**src/design/ncfr_pkg.sv**
```systemverilog
package ncfr_pkg;

	localparam int BYTE_W    = 8;
	localparam int NIBBLE_W  = 4;
	localparam int TICK_W    = 16;
	localparam int KIND_W    = 3;
	localparam int CFG_IDX_W = 1;
	localparam int CFG_W     = 16;

	typedef logic [KIND_W-1:0]    kind_t;
	typedef logic [CFG_IDX_W-1:0] cfg_idx_t;

	// result kinds
	localparam kind_t KIND_PAYLOAD  = 3'd0;
	localparam kind_t KIND_OK       = 3'd1;
	localparam kind_t KIND_BADCHAR  = 3'd2;
	localparam kind_t KIND_BADCRC   = 3'd3;
	localparam kind_t KIND_OVERFLOW = 3'd4;
	localparam kind_t KIND_TIMEOUT  = 3'd5;

	// register indexes
	localparam cfg_idx_t REG_MAX_LENGTH    = 1'd0;
	localparam cfg_idx_t REG_TIMEOUT_TICKS = 1'd1;

	localparam logic [BYTE_W-1:0] MAX_LENGTH_RST    = 8'd255;
	localparam logic [TICK_W-1:0] TIMEOUT_TICKS_RST = 16'd1000;

	// line codes and crc polynomial
	localparam logic [BYTE_W-1:0]   LINE_STX    = 8'h02;
	localparam logic [BYTE_W-1:0]   LINE_ETX    = 8'h03;
	localparam logic [BYTE_W-1:0]   CRC_POLY    = 8'h8C;
	localparam logic [NIBBLE_W-1:0] NIBBLE_MASK = 4'h F;

	localparam logic OP_BYTE = 1'b0;
	localparam logic OP_TICK = 1'b1;

	typedef struct packed {
		logic                seen_start;
		logic                seen_end;
		logic                expect_high;
		logic [NIBBLE_W-1:0] held_nibble;
		logic [BYTE_W-1:0]   byte_count;
		logic [BYTE_W-1:0]   running_crc;
		logic [TICK_W-1:0]   elapsed_ticks;
	} ncfr_state_t;

	localparam ncfr_state_t STATE_IDLE = '{
		seen_start:    1'b0,
		seen_end:      1'b0,
		expect_high:   1'b1,
		held_nibble:   '0,
		byte_count:    '0,
		running_crc:   '0,
		elapsed_ticks: '0
	};

	typedef struct packed {
		logic              emit;
		kind_t             result_kind;
		logic [BYTE_W-1:0] payload_byte;
		logic [BYTE_W-1:0] frame_length;
	} ncfr_result_t;

	// reflected crc-8, one data byte folded lsb first
	function automatic logic [BYTE_W-1:0] crc8_fold(input logic [BYTE_W-1:0] crc,
		input logic [BYTE_W-1:0] data);
		logic [BYTE_W-1:0] c;
		logic [BYTE_W-1:0] d;
		c = crc;
		d = data;
		for (int i = 0; i < BYTE_W; i++) begin
			if (c[0] ^ d[0]) begin
				c = (c >> 1) ^ CRC_POLY;
			end else begin
				c = c >> 1;
			end
			d = d >> 1;
		end
		return c;
	endfunction

endpackage

```
**src/design/ncfr_if.sv**
```systemverilog
interface ncfr_in_if;
	logic       valid;
	logic       ready;
	logic       operation;
	logic [7:0] rx_byte;

	modport source (output valid, output operation, output rx_byte, input ready);
	modport sink (input valid, input operation, input rx_byte, output ready);
endinterface

interface ncfr_out_if;
	logic       valid;
	logic       ready;
	logic [2:0] result_kind;
	logic [7:0] payload_byte;
	logic [7:0] frame_length;

	modport source (output valid, output result_kind, output payload_byte,
		output frame_length, input ready);
	modport sink (input valid, input result_kind, input payload_byte,
		input frame_length, output ready);
endinterface

```
**src/design/nibble_complement_frame_receiver_unit.sv**
```systemverilog
// channel | dir | payload                                   | transaction
// --------+-----+-------------------------------------------+-----------------------
// rx      | in  | operation, rx_byte                        | rx.valid & rx.ready
// res     | out | result_kind, payload_byte, frame_length   | res.valid & res.ready
// cfg     | in  | cfg_index, cfg_data                       | cfg_we
//
// one rx transaction per cycle; a result appears on res the cycle after its item
// the whole decode, nibble check and crc byte fold sit between the frame state
// register and the result register as combinational logic
// rx.ready drops only while a result sits in the result register and res stalls
// arst_n returns frame state to idle and registers to 255 and 1000
module nibble_complement_frame_receiver_unit (
	input  logic                     clk,
	input  logic                     arst_n,
	ncfr_in_if.sink                  rx,
	ncfr_out_if.source               res,
	input  logic                     cfg_we,
	input  ncfr_pkg::cfg_idx_t       cfg_index,
	input  logic [ncfr_pkg::CFG_W-1:0] cfg_data
);
	import ncfr_pkg::*;

	// configuration registers
	logic [BYTE_W-1:0] max_length_q;
	logic [TICK_W-1:0] timeout_ticks_q;

	// frame state
	ncfr_state_t  state_q;
	ncfr_state_t  nxt_state;
	ncfr_result_t step_res;

	// result register
	logic         res_valid_q;
	ncfr_result_t res_q;

	logic rx_take;

	// accept while the result register is empty or being drained
	assign rx.ready = !res_valid_q || res.ready;
	assign rx_take  = rx.valid && rx.ready;

	always_ff @(posedge clk or negedge arst_n) begin
		if (!arst_n) begin
			max_length_q    <= MAX_LENGTH_RST;
			timeout_ticks_q <= TIMEOUT_TICKS_RST;
		end else if (cfg_we) begin
			unique case (cfg_index)
				REG_MAX_LENGTH:    max_length_q    <= cfg_data[BYTE_W-1:0];
				REG_TIMEOUT_TICKS: timeout_ticks_q <= cfg_data[TICK_W-1:0];
				default: ;
			endcase
		end
	end

	ncfr_step u_step (
		.cur_state     (state_q),
		.operation     (rx.operation),
		.rx_byte       (rx.rx_byte),
		.max_length    (max_length_q),
		.timeout_ticks (timeout_ticks_q),
		.nxt_state     (nxt_state),
		.result        (step_res)
	);

	// frame state advances on every accepted item
	always_ff @(posedge clk or negedge arst_n) begin
		if (!arst_n) begin
			state_q <= STATE_IDLE;
		end else if (rx_take) begin
			state_q <= nxt_state;
		end
	end

	// output valid: set by an item that gives a result, cleared when taken
	always_ff @(posedge clk or negedge arst_n) begin
		if (!arst_n) begin
			res_valid_q <= 1'b0;
		end else if (rx_take && step_res.emit) begin
			res_valid_q <= 1'b1;
		end else if (res.ready) begin
			res_valid_q <= 1'b0;
		end
	end

	// result payload, no reset needed
	always_ff @(posedge clk) begin
		if (rx_take && step_res.emit) begin
			res_q <= step_res;
		end
	end

	assign res.valid        = res_valid_q;
	assign res.result_kind  = res_q.result_kind;
	assign res.payload_byte = res_q.payload_byte;
	assign res.frame_length = res_q.frame_length;

endmodule

```
**src/design/ncfr_step.sv**
```systemverilog
module ncfr_step (
	input  ncfr_pkg::ncfr_state_t  cur_state,
	input  logic                   operation,
	input  logic [7:0]             rx_byte,
	input  logic [7:0]             max_length,
	input  logic [15:0]            timeout_ticks,
	output ncfr_pkg::ncfr_state_t  nxt_state,
	output ncfr_pkg::ncfr_result_t result
);
	import ncfr_pkg::*;

	logic [NIBBLE_W-1:0] hi;
	logic [NIBBLE_W-1:0] lo;
	logic [BYTE_W-1:0]   full;
	logic [TICK_W-1:0]   elapsed_inc;

	assign hi          = rx_byte[BYTE_W-1:NIBBLE_W];
	assign lo          = rx_byte[NIBBLE_W-1:0];
	assign full        = {cur_state.held_nibble, hi};
	assign elapsed_inc = (cur_state.elapsed_ticks == '1) ? cur_state.elapsed_ticks
		: cur_state.elapsed_ticks + TICK_W'(1);

	always_comb begin
		nxt_state = cur_state;
		result    = '{emit: 1'b0, result_kind: KIND_PAYLOAD, payload_byte: '0,
			frame_length: '0};

		if (operation == OP_TICK) begin
			nxt_state.elapsed_ticks = elapsed_inc;
			if (elapsed_inc >= timeout_ticks) begin
				nxt_state          = STATE_IDLE;
				result.emit        = 1'b1;
				result.result_kind = KIND_TIMEOUT;
			end
		end else if (rx_byte == LINE_STX) begin
			nxt_state            = STATE_IDLE;
			nxt_state.seen_start = 1'b1;
		end else if (rx_byte == LINE_ETX) begin
			nxt_state.seen_end = 1'b1;
		end else if (cur_state.seen_start) begin
			if (hi != (lo ^ NIBBLE_MASK)) begin
				nxt_state          = STATE_IDLE;
				result.emit        = 1'b1;
				result.result_kind = KIND_BADCHAR;
			end else if (cur_state.expect_high) begin
				nxt_state.held_nibble = hi;
				nxt_state.expect_high = 1'b0;
			end else if (cur_state.seen_end) begin
				// decoded byte is the crc
				nxt_state   = STATE_IDLE;
				result.emit = 1'b1;
				if (cur_state.running_crc != full) begin
					result.result_kind = KIND_BADCRC;
				end else begin
					result.result_kind  = KIND_OK;
					result.frame_length = cur_state.byte_count;
				end
			end else if (cur_state.byte_count >= max_length) begin
				nxt_state          = STATE_IDLE;
				result.emit        = 1'b1;
				result.result_kind = KIND_OVERFLOW;
			end else begin
				nxt_state.expect_high = 1'b1;
				nxt_state.running_crc = crc8_fold(cur_state.running_crc, full);
				nxt_state.byte_count  = cur_state.byte_count + BYTE_W'(1);
				result.emit           = 1'b1;
				result.result_kind    = KIND_PAYLOAD;
				result.payload_byte   = full;
			end
		end
	end

endmodule

```
**src/flat_wrapper.sv**
```systemverilog
// flat-port wrapper written by rule: the top's interface ports become plain ports
module nibble_complement_frame_receiver_unit_flat import ncfr_pkg::*;
  (clk, arst_n, cfg_we, cfg_index, cfg_data, rx_valid, rx_operation, rx_rx_byte, rx_ready, res_valid, res_result_kind, res_payload_byte, res_frame_length, res_ready);
  ncfr_in_if rx_i ();
  ncfr_out_if res_i ();
  input  logic clk;
  input  logic arst_n;
  input  logic cfg_we;
  input  ncfr_pkg::cfg_idx_t cfg_index;
  input  logic [ncfr_pkg::CFG_W-1:0] cfg_data;
  input wire logic [$bits(rx_i.valid)-1:0] rx_valid;
  input wire logic [$bits(rx_i.operation)-1:0] rx_operation;
  input wire logic [$bits(rx_i.rx_byte)-1:0] rx_rx_byte;
  output wire logic [$bits(rx_i.ready)-1:0] rx_ready;
  output wire logic [$bits(res_i.valid)-1:0] res_valid;
  output wire logic [$bits(res_i.result_kind)-1:0] res_result_kind;
  output wire logic [$bits(res_i.payload_byte)-1:0] res_payload_byte;
  output wire logic [$bits(res_i.frame_length)-1:0] res_frame_length;
  input wire logic [$bits(res_i.ready)-1:0] res_ready;
  assign rx_i.valid = rx_valid;
  assign rx_i.operation = rx_operation;
  assign rx_i.rx_byte = rx_rx_byte;
  assign rx_ready = rx_i.ready;
  assign res_valid = res_i.valid;
  assign res_result_kind = res_i.result_kind;
  assign res_payload_byte = res_i.payload_byte;
  assign res_frame_length = res_i.frame_length;
  assign res_i.ready = res_ready;
  nibble_complement_frame_receiver_unit u_core (.clk(clk), .arst_n(arst_n), .rx(rx_i), .res(res_i), .cfg_we(cfg_we), .cfg_index(cfg_index), .cfg_data(cfg_data));
endmodule
```
**config.mk**
```make
export PLATFORM = sky130hd
export DESIGN_NAME = nibble_complement_frame_receiver_unit_flat
export DESIGN_NICKNAME = d
export VERILOG_FILES = /design/src/design/ncfr_pkg.sv /design/src/design/ncfr_if.sv /design/src/design/nibble_complement_frame_receiver_unit.sv /design/src/design/ncfr_step.sv /design/src/flat_wrapper.sv
export SDC_FILE = /design/constraint.sdc
export NUM_CORES = 1
export LEC_CHECK = 0
export BUFFER_PORTS_ARGS = -buffer_cell sky130_fd_sc_hd__buf_2
export CORE_UTILIZATION = 35
export DETAILED_ROUTE_END_ITERATION = 8
export PLACE_DENSITY = 0.56
export SYNTH_ARGS = -nofsm -noshare
export SYNTH_HDL_FRONTEND = slang
export SYNTH_HIERARCHICAL = 1
export SYNTH_SLANG_ARGS = --single-unit
```
**constraint.sdc**
```tcl
create_clock -name clk -period 3.6 [get_ports clk]
set_input_delay 0.18 -clock clk [delete_from_list [all_inputs] [get_ports clk]]
set_output_delay 0.18 -clock clk [all_outputs]
set_load 0.01 [all_outputs]
```
### Word level (Yosys, flattened, before mapping)

Index checks and enable logic that the tools add are counted.

* bits in registers: 83
* input bits: 31
* output and inout port bits: 21
* logic and storage cells: 163

* $add $sub $neg: 2
* $lt $le $gt $ge: 2
* eq/ne operators: 9
* mux-type cells: 98
* bitwise operators: 20
* reduce and logical (&&, ||, !) cells: 19

Operators with widths (number)
* two-way mux 8 bit: 68
* two-way mux 39 bit: 6
* two-way mux 20 bit: 4
* two-way mux 16 bit: 4
* two-way mux 37 bit: 1
* two-way mux 32 bit: 1
* NOT 2 -> 3 bit: 8
* adder 16 x 1 -> 16 bit, second input constant: 1
* equality test 16 bit, second input constant: 1
* equality test 8 x 2 -> 1 bit, second input constant: 2
* greater-or-equal comparator 16 bit: 1
* two-way mux 4 bit: 4
* OR reduction 8 bit: 2
* AND reduction 5 bit: 3
* adder 8 x 1 -> 8 bit, second input constant: 1
* greater-or-equal comparator 8 bit: 1
* != test 8 bit: 1
* AND reduction 4 bit: 2
* XOR 1 bit: 8
* two-way mux 2 bit: 3
* two-way mux 3 bit: 2
* nonzero test 6 bit: 1
* two-way mux 5 bit: 1
* != test 5 bit, second input constant: 1
* other kinds (16): 23

### Depth between registers and ports, before layout

Gate-level depths: netlist (run 1).

* depth after elaboration: 80
* gate-level depth with buffers: 16
* mapped depth without buffers: 14

### Hierarchy

Netlist (run 1), hierarchy kept.

Modules (own cells, without submodules)
* nibble_complement_frame_receiver_unit: times used 1, cells an instance 159, area an instance 3024.2 µm²
* ncfr_step: times used 1, cells an instance 325, area an instance 2242.2 µm²

### Worst setup path after synthesis (run 1)

Ideal clock, no wire load.

* path kind: register -> register
* from: reg u_core/state_q[0] (netlist bit)
* to: reg u_core.res_q (netlist bit u_core/res.frame_length[0]), enable pin
* setup time: 397 ps
* arrival time: 3602 ps
* data required time: 3203 ps
* path slack: -399 ps
* cell stages (with the launch flop): 15
* path buffers: 0
* period minus slack after synthesis: 3999 ps
* cell sequence: dfrtp_1 -> ha_1 -> nand2_1 -> or2_2 -> o31ai_1 -> nor2_1 -> xor2_1 -> ha_1 -> o211a_1 -> o211ai_1 -> o211ai_1 -> nand3_1 -> o21ai_0 -> nand2_1 -> nor2b_1

RTL lines
* start, declared: line nibble_complement_frame_receiver_unit.sv:28 `ncfr_state_t state_q;`
* start signal, assigned: line nibble_complement_frame_receiver_unit.sv:70 `state_q <= nxt_state;`
* end signal, assigned: line nibble_complement_frame_receiver_unit.sv:88 `res_q <= step_res;`
* end, declared: line nibble_complement_frame_receiver_unit.sv:34 `ncfr_result_t res_q;`

### Final worst setup path (run 1)

* from: reg u_core/state_q[12] (netlist bit)
* to: reg u_core/state_q[32] (netlist bit)

* cells in the longest elaborated chain, start to end: 5

RTL lines
* adder 16 x 1 -> 16 bit or equality test 16 bit (tied branches): line ncfr_step.sv:21, ncfr_step.sv:20
* two-way mux 16 bit *: line ncfr_step.sv:20 `assign elapsed_inc = (cur_state.elapsed_ticks == '1) ? cur_state.elapsed_ticks`
* greater-or-equal comparator 16 bit *: line ncfr_step.sv:30 `if (elapsed_inc >= timeout_ticks) begin`
* != test 2 x 1 -> 1 bit (no line) *
* AND reduction 5 bit (no line) *

Every way passes the cells marked *; elsewhere a longest branch is shown, timed or not.
A chain may end at the register's enable or synchronous reset.

==> impl_results.md, run 1 <==
- Static Leak: 2.98 nW
- RR Startpoint: u_core/state_q[12]
- Nets@finish: 632
- Sink Count: 83
- Pwr Total: roughly 2.6 mW
- Multi-input gate area: between 0.003 and 0.004 mm²
- DRT iter0 DRCs: about 170
- Actual slew at the worst max-slew pin: about 1100 ps
- Final hold vios: 0
- Post-synth top area share: a little under a quarter
- Synth Area in XOR/XNOR: under 10%
- Placed insts: 738
- First-pass GRT wire length: 20400 µm
- Post-synthesis cell count: 484
- Number of flops mapped to enable cells by yosys: 19
- Tcrit/Tclk final: 97.9%
- Starting density of the core: 36.1%
- Final Instance Area: 0.00649 mm²
- Clk_skew: 5.68 ps
- Avg Cell Area, Syn: 10.9 µm²
- Post-Layout Cell Count: 764
- Fin util: between 40% and 50%
- Die area: 0.0155 mm²
- H-tree Lvls: 3
- Top post-synthesis cells by area: dfrtp_1, mux2_2, edfxtp_1
- Hold Path Sink: u_core/timeout_ticks_q[10]
- Routed Wire Length: 12600 µm
- Max-slew headroom: a little under a quarter
- Largest family of logic cells by synthesized area: multiplexers
- Layout cells sized above 1: 38.4%
- Mux cell area share after synthesis: 14.8%
- Commonest cells in the netlist: mux2_2, dfrtp_1, inv_1, xnor2_1, nand2_1
- Total CTS buffers: 9
- Hold path depth: 2
- Final setup fails: 0
- Post-synth ARST share: 77.1%
- Synthesized area: 0.00527 mm²
- DP Area: 0.00594 mm²
- Filler cells: 1341
- Synth Area in Compound Gates: 13.2%
- Clock tree root driver cell: clkbuf_16
- YS warnings: 6
- Crit-path max FO: 6
- Cell with the most instances after synthesis: mux2_2
- Initial antenna violation count: 0
- Worst EP required: 3830 ps
- DR DRC count: 0
- Worst-Skew Late Latency: 350 ps
- Drt first pass iters: 4
- Maximum vdd drop: 0.207 mV
- DP Worst Slack: -24.0 ps
- Outcome: completed
- IO Pins: 52
- Register area share after synthesis: roughly two fifths
- Max Transition Viols Final: 0
- WS Path Type: register to register
- Hold Startpoint: cfg_data[10]
- CP endpoint kind: register
- Startpoint Class: register
- Fin crit period: 3530 ps
- P&R area growth vs syn: 23.3%
- Worst R2R Path Depth: 15
- Post-synthesis simple-gate area fraction: 14.6%
- Maxcap violations: 0
- CTS max path bufs: 2
- Hold Crit Class: input port to register
- Antenna-violating nets left: 0
- Port bufs: 51
- Number of global-route vias before repair: 3979
- Via/cell ratio: 5.31
- RSZ-0062 raised after global routing: yes
- Yosys reg bits: 83
- Antenna diode count: 0
- GRT Total Usage: 16.6%
- Mapped Nets: 541
- Synth area leader: dfrtp_1
- Top FF cell, synth: dfrtp_1
- Final WS setup: 74.8 ps
- Site Rows: 44
- Max frequency: between 0.2 and 0.3 GHz
- Die W: 125 µm
- Largest net degree at the start of global routing: 40
- Netlist cell types: slightly above 60
- CTS tree: done
- Pwr Density: 401 mW/mm²
- Final HPWL DP: 8970 µm
- DR WL/cell: ~16 µm
- Reg area: about 0.0022 mm²
- Worst reg2reg path endpoint: u_core/state_q[32]
- Gpl congestion: 0.820
- Crit path DAT: around 3800 ps
- Adder-Cell Fraction of Synth Area: under 10%
- Clock transition at path regs: about 60 ps
- Overflow after GRT: 0
- Flop-to-flop setup slack: 70 ps
- Die Ht: 125 µm
- Core ar.: 0.0146 mm²
- Via count: 4060
-- routing by layer --
metal / share of wire, % / global-route usage (%) / up-vias
met5: 0 / 0 / -
met4: 2.2 / 7.02 / 0
met3: 3.6 / 3.57 / 19
met2: 49 / 27.2 / 87
met1: 45 / 21.0 / 1989
li1: - / - / 1965
-- critical path, stage by stage, from the launching register on --
cell and delay [ps]:
dfrtp_1 380, nand4_1 130, buf_4 170, nor3_4 210, nand2b_1 120, and3_4 170, xor2_2 150, ha_1 290
and4_1 210, o211ai_1 140, o211ai_1 270, a21oi_2 130, buf_6 150, or3_4 390, a22o_1 220, mux2_4 260
-- metrics by stage --
stage	setup TNS (ps)	hold slack, ps
after floorplan	0	-116
after global placement	0	262
after detailed placement	-47.5	269
after CTS	0	54.8
after global routing	-425	62.1
final	0	63.7
-- sequential cells by signal, summed over array words and instances (netlist names) --
signal / flops
u_core/res.valid: 1
u_core/max_length_q: 8
u_core/res.frame_length: 8
u_core/res.payload_byte: 8
u_core/timeout_ticks_q: 16
u_core/res.result_kind: 3
u_core/state_q: 39
-- cell families (layout without fill, tap and decap cells) --
family	after synthesis	in the layout
multiplexers	66	66
AO/OA/AOI/OAI	90	90
flip-flops	83	83
AND/OR/NAND/NOR	137	137
adder cells (fa/ha/maj)	26	26
XOR/XNOR	35	35
buffers and inverters	47	143
-- power by group --
part / switching (mW) / internal (mW)
sequential: 0.0472 / 1.04
combinational: 0.287 / 0.259
clock: 0.369 / 0.601
-- layout by cell type (no fill, tap or decap), types with 3 or more instances in the layout --
cell type	instances
nand2b_1	6
nand3_1	16
nand2_1	27
dfrtp_1	49
inv_1	31
a31oi_1	3
mux2_4	10
a221o_1	4
o211ai_1	6
nor2_1	18
and3_1	7
o21a_1	4
nand4_1	8
a22o_1	19
or3_4	3
ha_1	25
mux2_2	55
and2_1	17
clkbuf_16	9
a21oi_2	3
o21ai_0	16
xor2_1	3
dfstp_2	15
buf_4	41
buf_2	51
a21oi_1	10
xnor2_1	31
edfxtp_1	19
nor3_1	4
-- repair_timing --
action                                 CTS  global route
cloned                                   0             1
hold buffers                             1             0
endpoints found under the hold margin   15             0
pin swaps                                1            16
gates resized for setup                  8            23
setup endpoints to repair                5            42
setup buffers                            0             8
-- worst max path at each step --
stage | startpoint | to | depth (start not counted)
2_1_floorplan | u_core/state_q[3] | u_core/state_q[26] | 16
3_3_place_gp | u_core/state_q[0] | u_core/state_q[3] | 15
3_5_place_dp | u_core/state_q[0] | u_core/state_q[3] | 15
4_1_cts | u_core/state_q[0] | u_core/state_q[3] | 14
5_1_grt | u_core/state_q[12] | u_core/state_q[32] | 16
6_report | u_core/state_q[12] | u_core/state_q[32] | 15
-- cell type report --
cell class / instances / area share, %
sequential: 83 / 33.7
multi-input combinational: 354 / 46.7
clock buffer: 10 / 3.53
timing repair buffer: 96 / 9.48
clock inverter: 6 / 1.23
tap: 184 / 3.55
inverter: 31 / 1.79
Note: power is estimated with default switching activity, not from simulation.
==> inputs of run 2 (changes only) <==
Settings changed: CELL_PAD_IN_SITES_DETAIL_PLACEMENT set to 1, CELL_PAD_IN_SITES_GLOBAL_PLACEMENT set to 1, PLACE_DENSITY 0.56 to 0.67.
==> run 2 against run 1 <==
Net effect:
- the run now ends with setup timing left
- core utilization down 0.34 points
- first-iteration DRC count unchanged
- critical path depth rose by 1
- largest cell class unchanged
==> impl_results.md, run 2 (synthesis gave the netlist of run 1 again) <==
- Largest net degree at the start of global routing: 65 (+63%)
- Pwr Total: 2.62 mW (+0.34%)
- Initial antenna violation count: 0 (unchanged)
- Max Transition Viols Final: 0 (unchanged)
- Max FFs per register: 39 (unchanged)
- CTS max path bufs: 2 (unchanged)
- Maximum vdd drop: 0.224 mV (+8.2%)
- Maxcap violations: 0 (unchanged)
- P_sw: 746 µW (+6.1%)
- IO Pins: 52 (unchanged)
- DP Worst Slack: -151 ps (-127 ps)
- Max-slew headroom: 23.4% (+0.17 points)
- Max frequency: 0.275 GHz (-2.9%)
- CTS tree: done
- Clock tree root driver cell: clkbuf_16
- Via count: 4218 (+3.9%)
- Starting density of the core: 36.1% (unchanged)
- Violated checks: setup timing
- Power Internal: 1.87 mW (-1.8%)
- RR Startpoint: u_core/state_q[1]
- P&R area growth vs syn: 22.4%
- Layout cells sized above 1: 38.3% (-0.20 points)
- Largest registers: u_core/state_q (39), u_core/timeout_ticks_q (16)
- Tcrit/Tclk final: 101% (+2.9 points)
- Critical path buffers and inverters: 3 (+1)
- Final hold vios: 0 (unchanged)
- DR WL/cell: 18.8 µm (+14%)
- Clock power share: 36.2% (-1.0 points)
- Actual slew at the worst max-slew pin: 1140 ps (-2.60 ps)
- Final WS setup: -30.2 ps (-105 ps)
- DRT iter0 DRCs: 168 (unchanged)
- Crit path DAT: 3860 ps (+110 ps)
- DP Area: 0.00597 mm² (+0.63%)
- GRT Total Usage: 19.3% (+2.7 points)
- Crit-path max FO: 5 (-1)
- Family with the most delay on the worst path: simple AND/OR/NAND/NOR gates
- CP endpoint kind: register
- Worst Setup EP: u_core/state_q[35]
- Worst reg2reg path endpoint: u_core/state_q[35]
- Startpoint Class: register
- Antenna-violating nets left: 0 (unchanged)
- Clk_skew: 9.18 ps (+3.50 ps)
- Pwr Density: 406 mW/mm² (+1.1%)
- Nets@finish: 635 (+0.47%)
- First-pass GRT wire length: 23700 µm (+16%)
- Port bufs: 51 (unchanged)
- Worst R2R Path Depth: 16 (+1)
- Final HPWL DP: 10300 µm (+15%)
- Site Rows: 44 (unchanged)
- Worst path cell trace: ha_2, nand2_4, buf_4, nor4_1, buf_4, nand2_1, mux2_2, ha_1, o21a_1, a21oi_2, o211ai_1, a21oi_2, buf_6, or3_4, a22o_1, mux2_4
- Core ar.: 0.0146 mm² (unchanged)
- Overflow after GRT: 0 (unchanged)
- Die W: 125 µm (unchanged)
- Die area: 0.0155 mm² (unchanged)
- Crit-path max cell delay: 390 ps (about the same)
- Gpl congestion: 0.837 (+2.1%)
- Final setup fails: 5 (+5)
- Via/cell ratio: 5.50 (+3.5%)
- Hold Crit Class: input port to async pin
- H-tree Lvls: 3 (unchanged)
- Clock transition at path regs: 70 ps (about the same)
- Crit. Startpoint: u_core/state_q[1]
- Comb power frac: 22.0% (+1.1 points)
- Final Instance Area: 0.00644 mm² (-0.77%)
- Die Ht: 125 µm (unchanged)
- CP max-delay cell: or3_4
- Flop-to-flop setup slack: -30 ps (-110 ps)
- Switching part of the total: 28.5% (+1.6 points)
- Reg power frac: 41.8% (about the same)
- CTS Hold Buffers Added: 0 (-1)
- Fin crit period: 3630 ps (+105 ps)
- RSZ-0062 raised after global routing: yes
- Drt first pass iters: 5 (+1)
- Sink Count: 83 (unchanged)
- Worst EP required: 3830 ps (about the same)
- Total CTS buffers: 9 (unchanged)
- Worst-Skew Late Latency: 350 ps (about the same)
- Outcome: complete, but fails checks
- Number of global-route vias before repair: 4540 (+14%)
- WP depth: 16 (+1)
- Commonest non-fill, non-tap cell in the layout: mux2_2
- WS Path Type: register to register
- Routed Wire Length: 14400 µm (+15%)
- Static Leak: 2.97 nW (-0.22%)
- Antenna diode count: 0 (unchanged)
- Commonest non-fill, non-tap cells in the layout: mux2_2, buf_2, dfrtp_1, buf_4
- DR DRC count: 0 (unchanged)
- Fin util: 44.2% (-0.34 points)
- Reg with most FFs: u_core/state_q
-- run 2: per-layer routing --
metal  vias to the layer above  GRT usage [%]  wire, µm
met3                        27           3.74       429
met4                         0           7.23       380
met5                         -              0         0
li1                       1969              -         -
met1                      2134           22.9      6130
met2                        88           34.2      7500
-- run 2: worst reg2reg max path, stage by stage (launching register included) --
cell      delay [ps]
dfrtp_1          350
ha_2             230
nand2_4           80
buf_4            160
nor4_1           350
buf_4            190
nand2_1           70
mux2_2           280
ha_1             290
o21a_1           130
a21oi_2           80
o211ai_1         150
a21oi_2          120
buf_6            140
or3_4            390
a22o_1           220
mux2_4           270
-- run 2: power groups by stage --
stage	sequential, mW	combinational [mW]	clock [mW]
floorplan	1.10	0.330	0
global placement	1.10	0.518	0
detailed placement	1.10	0.536	0
CTS	1.09	0.557	0.978
global route	1.10	0.633	1.01
finish	1.09	0.575	0.948
-- run 2: metrics by stage --
step                std cells  hold WS, ps  setup TNS, ps
floorplan                 484         -116              0
global placement          743          413          -72.3
detailed placement        743          419          -3680
CTS                       762         48.2          -11.8
global route              767         59.5          -3950
finish                    767         35.8          -66.1
-- run 2: what timing repair did --
| action | 4_1_cts | 5_1_grt |
|---|---|---|
| pin swaps | 6 | 13 |
| resized for setup | 9 | 11 |
| setup endpoints to repair | 32 | 56 |
| buffers inserted | 3 | 5 |
-- run 2: layout make-up --
type | count | area, µm²
clock buffer | 10 | 239
tap | 184 | 230
fill | 1621 | 8150
clock inverter | 6 | 63.8
multi-input combinational | 354 | 2960
sequential | 83 | 2190
inverter | 31 | 116
timing repair buffer | 99 | 639
-- run 2: worst min-delay path by stage --
stage	from	to	slack, ps	cells after the start
global placement	cfg_data[8]	u_core/timeout_ticks_q[8]	410	2
global route	cfg_data[10]	u_core/timeout_ticks_q[10]	60	2
detailed placement	cfg_data[10]	u_core/timeout_ticks_q[10]	420	2
finish	arst_n	u_core/state_q[17]	40	2
floorplan	arst_n	u_core/res.valid	-120	0
CTS	cfg_data[10]	u_core/timeout_ticks_q[10]	50	2
==> inputs of run 3 (changes only) <==
Settings changed: CORE_UTILIZATION 35 to 43, HOLD_SLACK_MARGIN set to 0.06, PLACE_DENSITY 0.67 to 0.79.
==> run 3 against run 2 <==
Net effect:
- register-to-register slack better by 50 ps
- critical endpoint is now u_core/state_q[32]
- highest routed layer unchanged
- clock power fell by 1%
- sequential share of layout area shrank 0.36 points
- critical path type unchanged
- the flow now finishes without violations
- setup slack improved by 47 ps
- critical path depth is 1 lower
- clock-buffer cell count is 2 higher
- core utilization increased by 10 points
==> impl_results.md, run 3 (synthesis gave the netlist of run 1 again) <==
- Max FFs per register: 39 (unchanged)
- Post-Layout Cell Count: 733 (-4.4%)
- Max frequency: 0.279 GHz (+1.3%)
- Fin crit period: 3580 ps (-47.1 ps)
- Maxcap violations: 0 (unchanged)
- IO Pins: 52 (unchanged)
- Pwr Density: 407 mW/mm² (+0.36%)
- Placed insts: 699 (-5.9%)
- CTS tree: done
- Hold Path Sink: u_core/timeout_ticks_q[4]
- Largest net degree at the start of global routing: 48 (-26%)
- Nets@finish: 638 (+0.47%)
- Reg power frac: 41.5% (-0.3 points)
- CP endpoint kind: register
- Port bufs: 51 (unchanged)
- Final hold vios: 0 (unchanged)
- Commonest non-fill, non-tap cells in the layout: mux2_2, buf_2, dfrtp_1, buf_4
- Starting density of the core: 44.0% (+7.9 points)
- Total CTS buffers: 9 (unchanged)
- Comb power frac: 23.2% (+1.2 points)
- Hold Crit Class: input port to register
- Drt first pass iters: 4 (-1)
- Site Rows: 40 (-9.1%)
- H-tree Lvls: 3 (unchanged)
- DP Worst Slack: -125 ps (+25.6 ps)
- DR DRC count: 0 (unchanged)
- Worst R2R Path Depth: 15 (-1)
- Static Leak: 3.01 nW (+1.2%)
- WS Path Type: register to register
- Final WS setup: 16.9 ps (+47.1 ps)
- Power Internal: 1.89 mW (+1.3%)
- Hold Startpoint: cfg_data[4]
- Number of global-route vias before repair: 4483 (-1.3%)
- Crit path DAT: 3810 ps (-50 ps)
- CTS max path bufs: 2 (unchanged)
- Die area: 0.0127 mm² (-18%)
- Switching part of the total: 28.6% (+0.12 points)
- Hold path depth: 2
- Actual slew at the worst max-slew pin: 1110 ps (-31.5 ps)
- Die Ht: 113 µm (-9.6%)
- Startpoint Class: register
- Final Instance Area: 0.00651 mm² (+1.1%)
- Clock power share: 35.4% (-0.8 points)
- Antenna-violating nets left: 0 (unchanged)
- Clock transition at path regs: 70 ps (about the same)
- Core ar.: 0.0120 mm² (-18%)
- Routed Wire Length: 14400 µm (-0.17%)
- P&R area growth vs syn: 23.7%
- Clk_skew: 11.2 ps (+1.98 ps)
- Overflow after GRT: 0 (unchanged)
- Worst reg2reg path endpoint: u_core/state_q[32]
- Max-slew headroom: 25.5% (+2.1 points)
- DP Area: 0.00588 mm² (-1.7%)
- Tcrit/Tclk final: 99.5% (-1.3 points)
- Fin util: 54.4% (+10 points)
- Worst-Skew Late Latency: 350 ps (about the same)
- Via count: 4253 (+0.83%)
- RR Startpoint: u_core/state_q[4]
- Crit-path max FO: 6 (+1)
- Layout cells sized above 1: 38.7% (+0.49 points)
- Worst EP required: 3820 ps (about the same)
- Clock tree root driver cell: clkbuf_16
- DR WL/cell: 19.7 µm (+4.5%)
- Antenna diode count: 0 (unchanged)
- Gpl congestion: 0.836 (about the same)
- Via/cell ratio: 5.80 (+5.5%)
- Die W: 113 µm (-9.6%)
- Maximum vdd drop: 0.324 mV (+45%)
- Max Transition Viols Final: 0 (unchanged)
- Initial antenna violation count: 0 (unchanged)
- RSZ-0062 raised after global routing: yes
- GRT Total Usage: 22.8% (+3.5 points)
- Filler cells: 1305 (-19%)
- Final setup fails: 0 (-5)
- DRT iter0 DRCs: 133 (-21%)
- Largest registers: u_core/state_q (39), u_core/timeout_ticks_q (16)
- P_sw: 760 µW (+1.9%)
- Commonest non-fill, non-tap cell in the layout: mux2_2
- Sink Count: 83 (unchanged)
- Reg with most FFs: u_core/state_q
- Outcome: completed
- Final HPWL DP: 10100 µm (-1.4%)
- Flop-to-flop setup slack: 20 ps (+50 ps)
- First-pass GRT wire length: 22300 µm (-5.8%)
## run 3: changes by cell type in the layout (fill, tap and decap cells not counted), sizes merged
cell / change
clkbuf: +2
dlygate4sd3: +6
buf: -3
clkinvlp: -2
## run 3: worst max path at each step
stage                         endpoint  depth (start not counted)  slack [ps]               from
floorplan           u_core/state_q[26]                         16          40  u_core/state_q[3]
global placement     u_core/state_q[3]                         15          30  u_core/state_q[0]
detailed placement  u_core/state_q[32]                         15        -130  u_core/state_q[0]
CTS                 u_core/state_q[32]                         15          10  u_core/state_q[0]
global route        u_core/state_q[32]                         14        -120  u_core/state_q[6]
finish              u_core/state_q[32]                         15          20  u_core/state_q[4]
## run 3: per-stage QoR
step | setup TNS (ps) | total power [mW] | hold WS (ps)
2_1_floorplan | 0 | 1.43 | -116
3_3_place_gp | 0 | 1.59 | 144
3_5_place_dp | -2310 | 1.63 | 150
4_1_cts | 0 | 2.59 | 68.4
5_1_grt | -2610 | 2.77 | 73.5
6_report | 0 | 2.65 | 69.5
## run 3: metal layers
metal / global-route usage (%) / wire length, µm / vias up
met1: 26.0 / 5920 / 2116
met5: 0 / 0 / -
met4: 11.1 / 538 / 0
li1: - / - / 1980
met2: 40.5 / 7410 / 118
met3: 4.75 / 540 / 39
## run 3: cell type report
class	count	area (µm²)	share of cell area (%)
clock buffer	12	246	3.78
timing repair buffer	102	684	10.5
multi-input combinational	354	3040	46.7
sequential	83	2190	33.6
inverter	31	116	1.79
clock inverter	4	50.0	0.768
tap	147	184	2.82
## run 3: worst max-delay path: stages, from the launching register on
cell and delay, ps:
dfrtp_1 390, and4_4 260, nand3_4 130, buf_4 170
nor3_4 220, nor4b_2 90, xor2_1 160, ha_1 340
o211a_1 160, o211ai_1 130, o211ai_1 270, a21oi_2 130
buf_4 160, or3_4 390, a22o_1 200, mux2_4 270
## run 3: what timing repair did
item	4_1_cts	5_1_grt
hold buffers	6	0
endpoints found under the setup margin	30	56
gates resized for setup	12	25
setup buffers	0	12
pin swaps	3	14
hold endpoints to repair	22	0
## run 3: power by group through the flow
stage | clock (mW) | sequential (mW) | combinational (mW)
3_3_place_gp | 0 | 1.10 | 0.495
2_1_floorplan | 0 | 1.10 | 0.330
5_1_grt | 0.990 | 1.11 | 0.670
3_5_place_dp | 0 | 1.10 | 0.527
4_1_cts | 0.959 | 1.09 | 0.547
6_report | 0.938 | 1.10 | 0.614
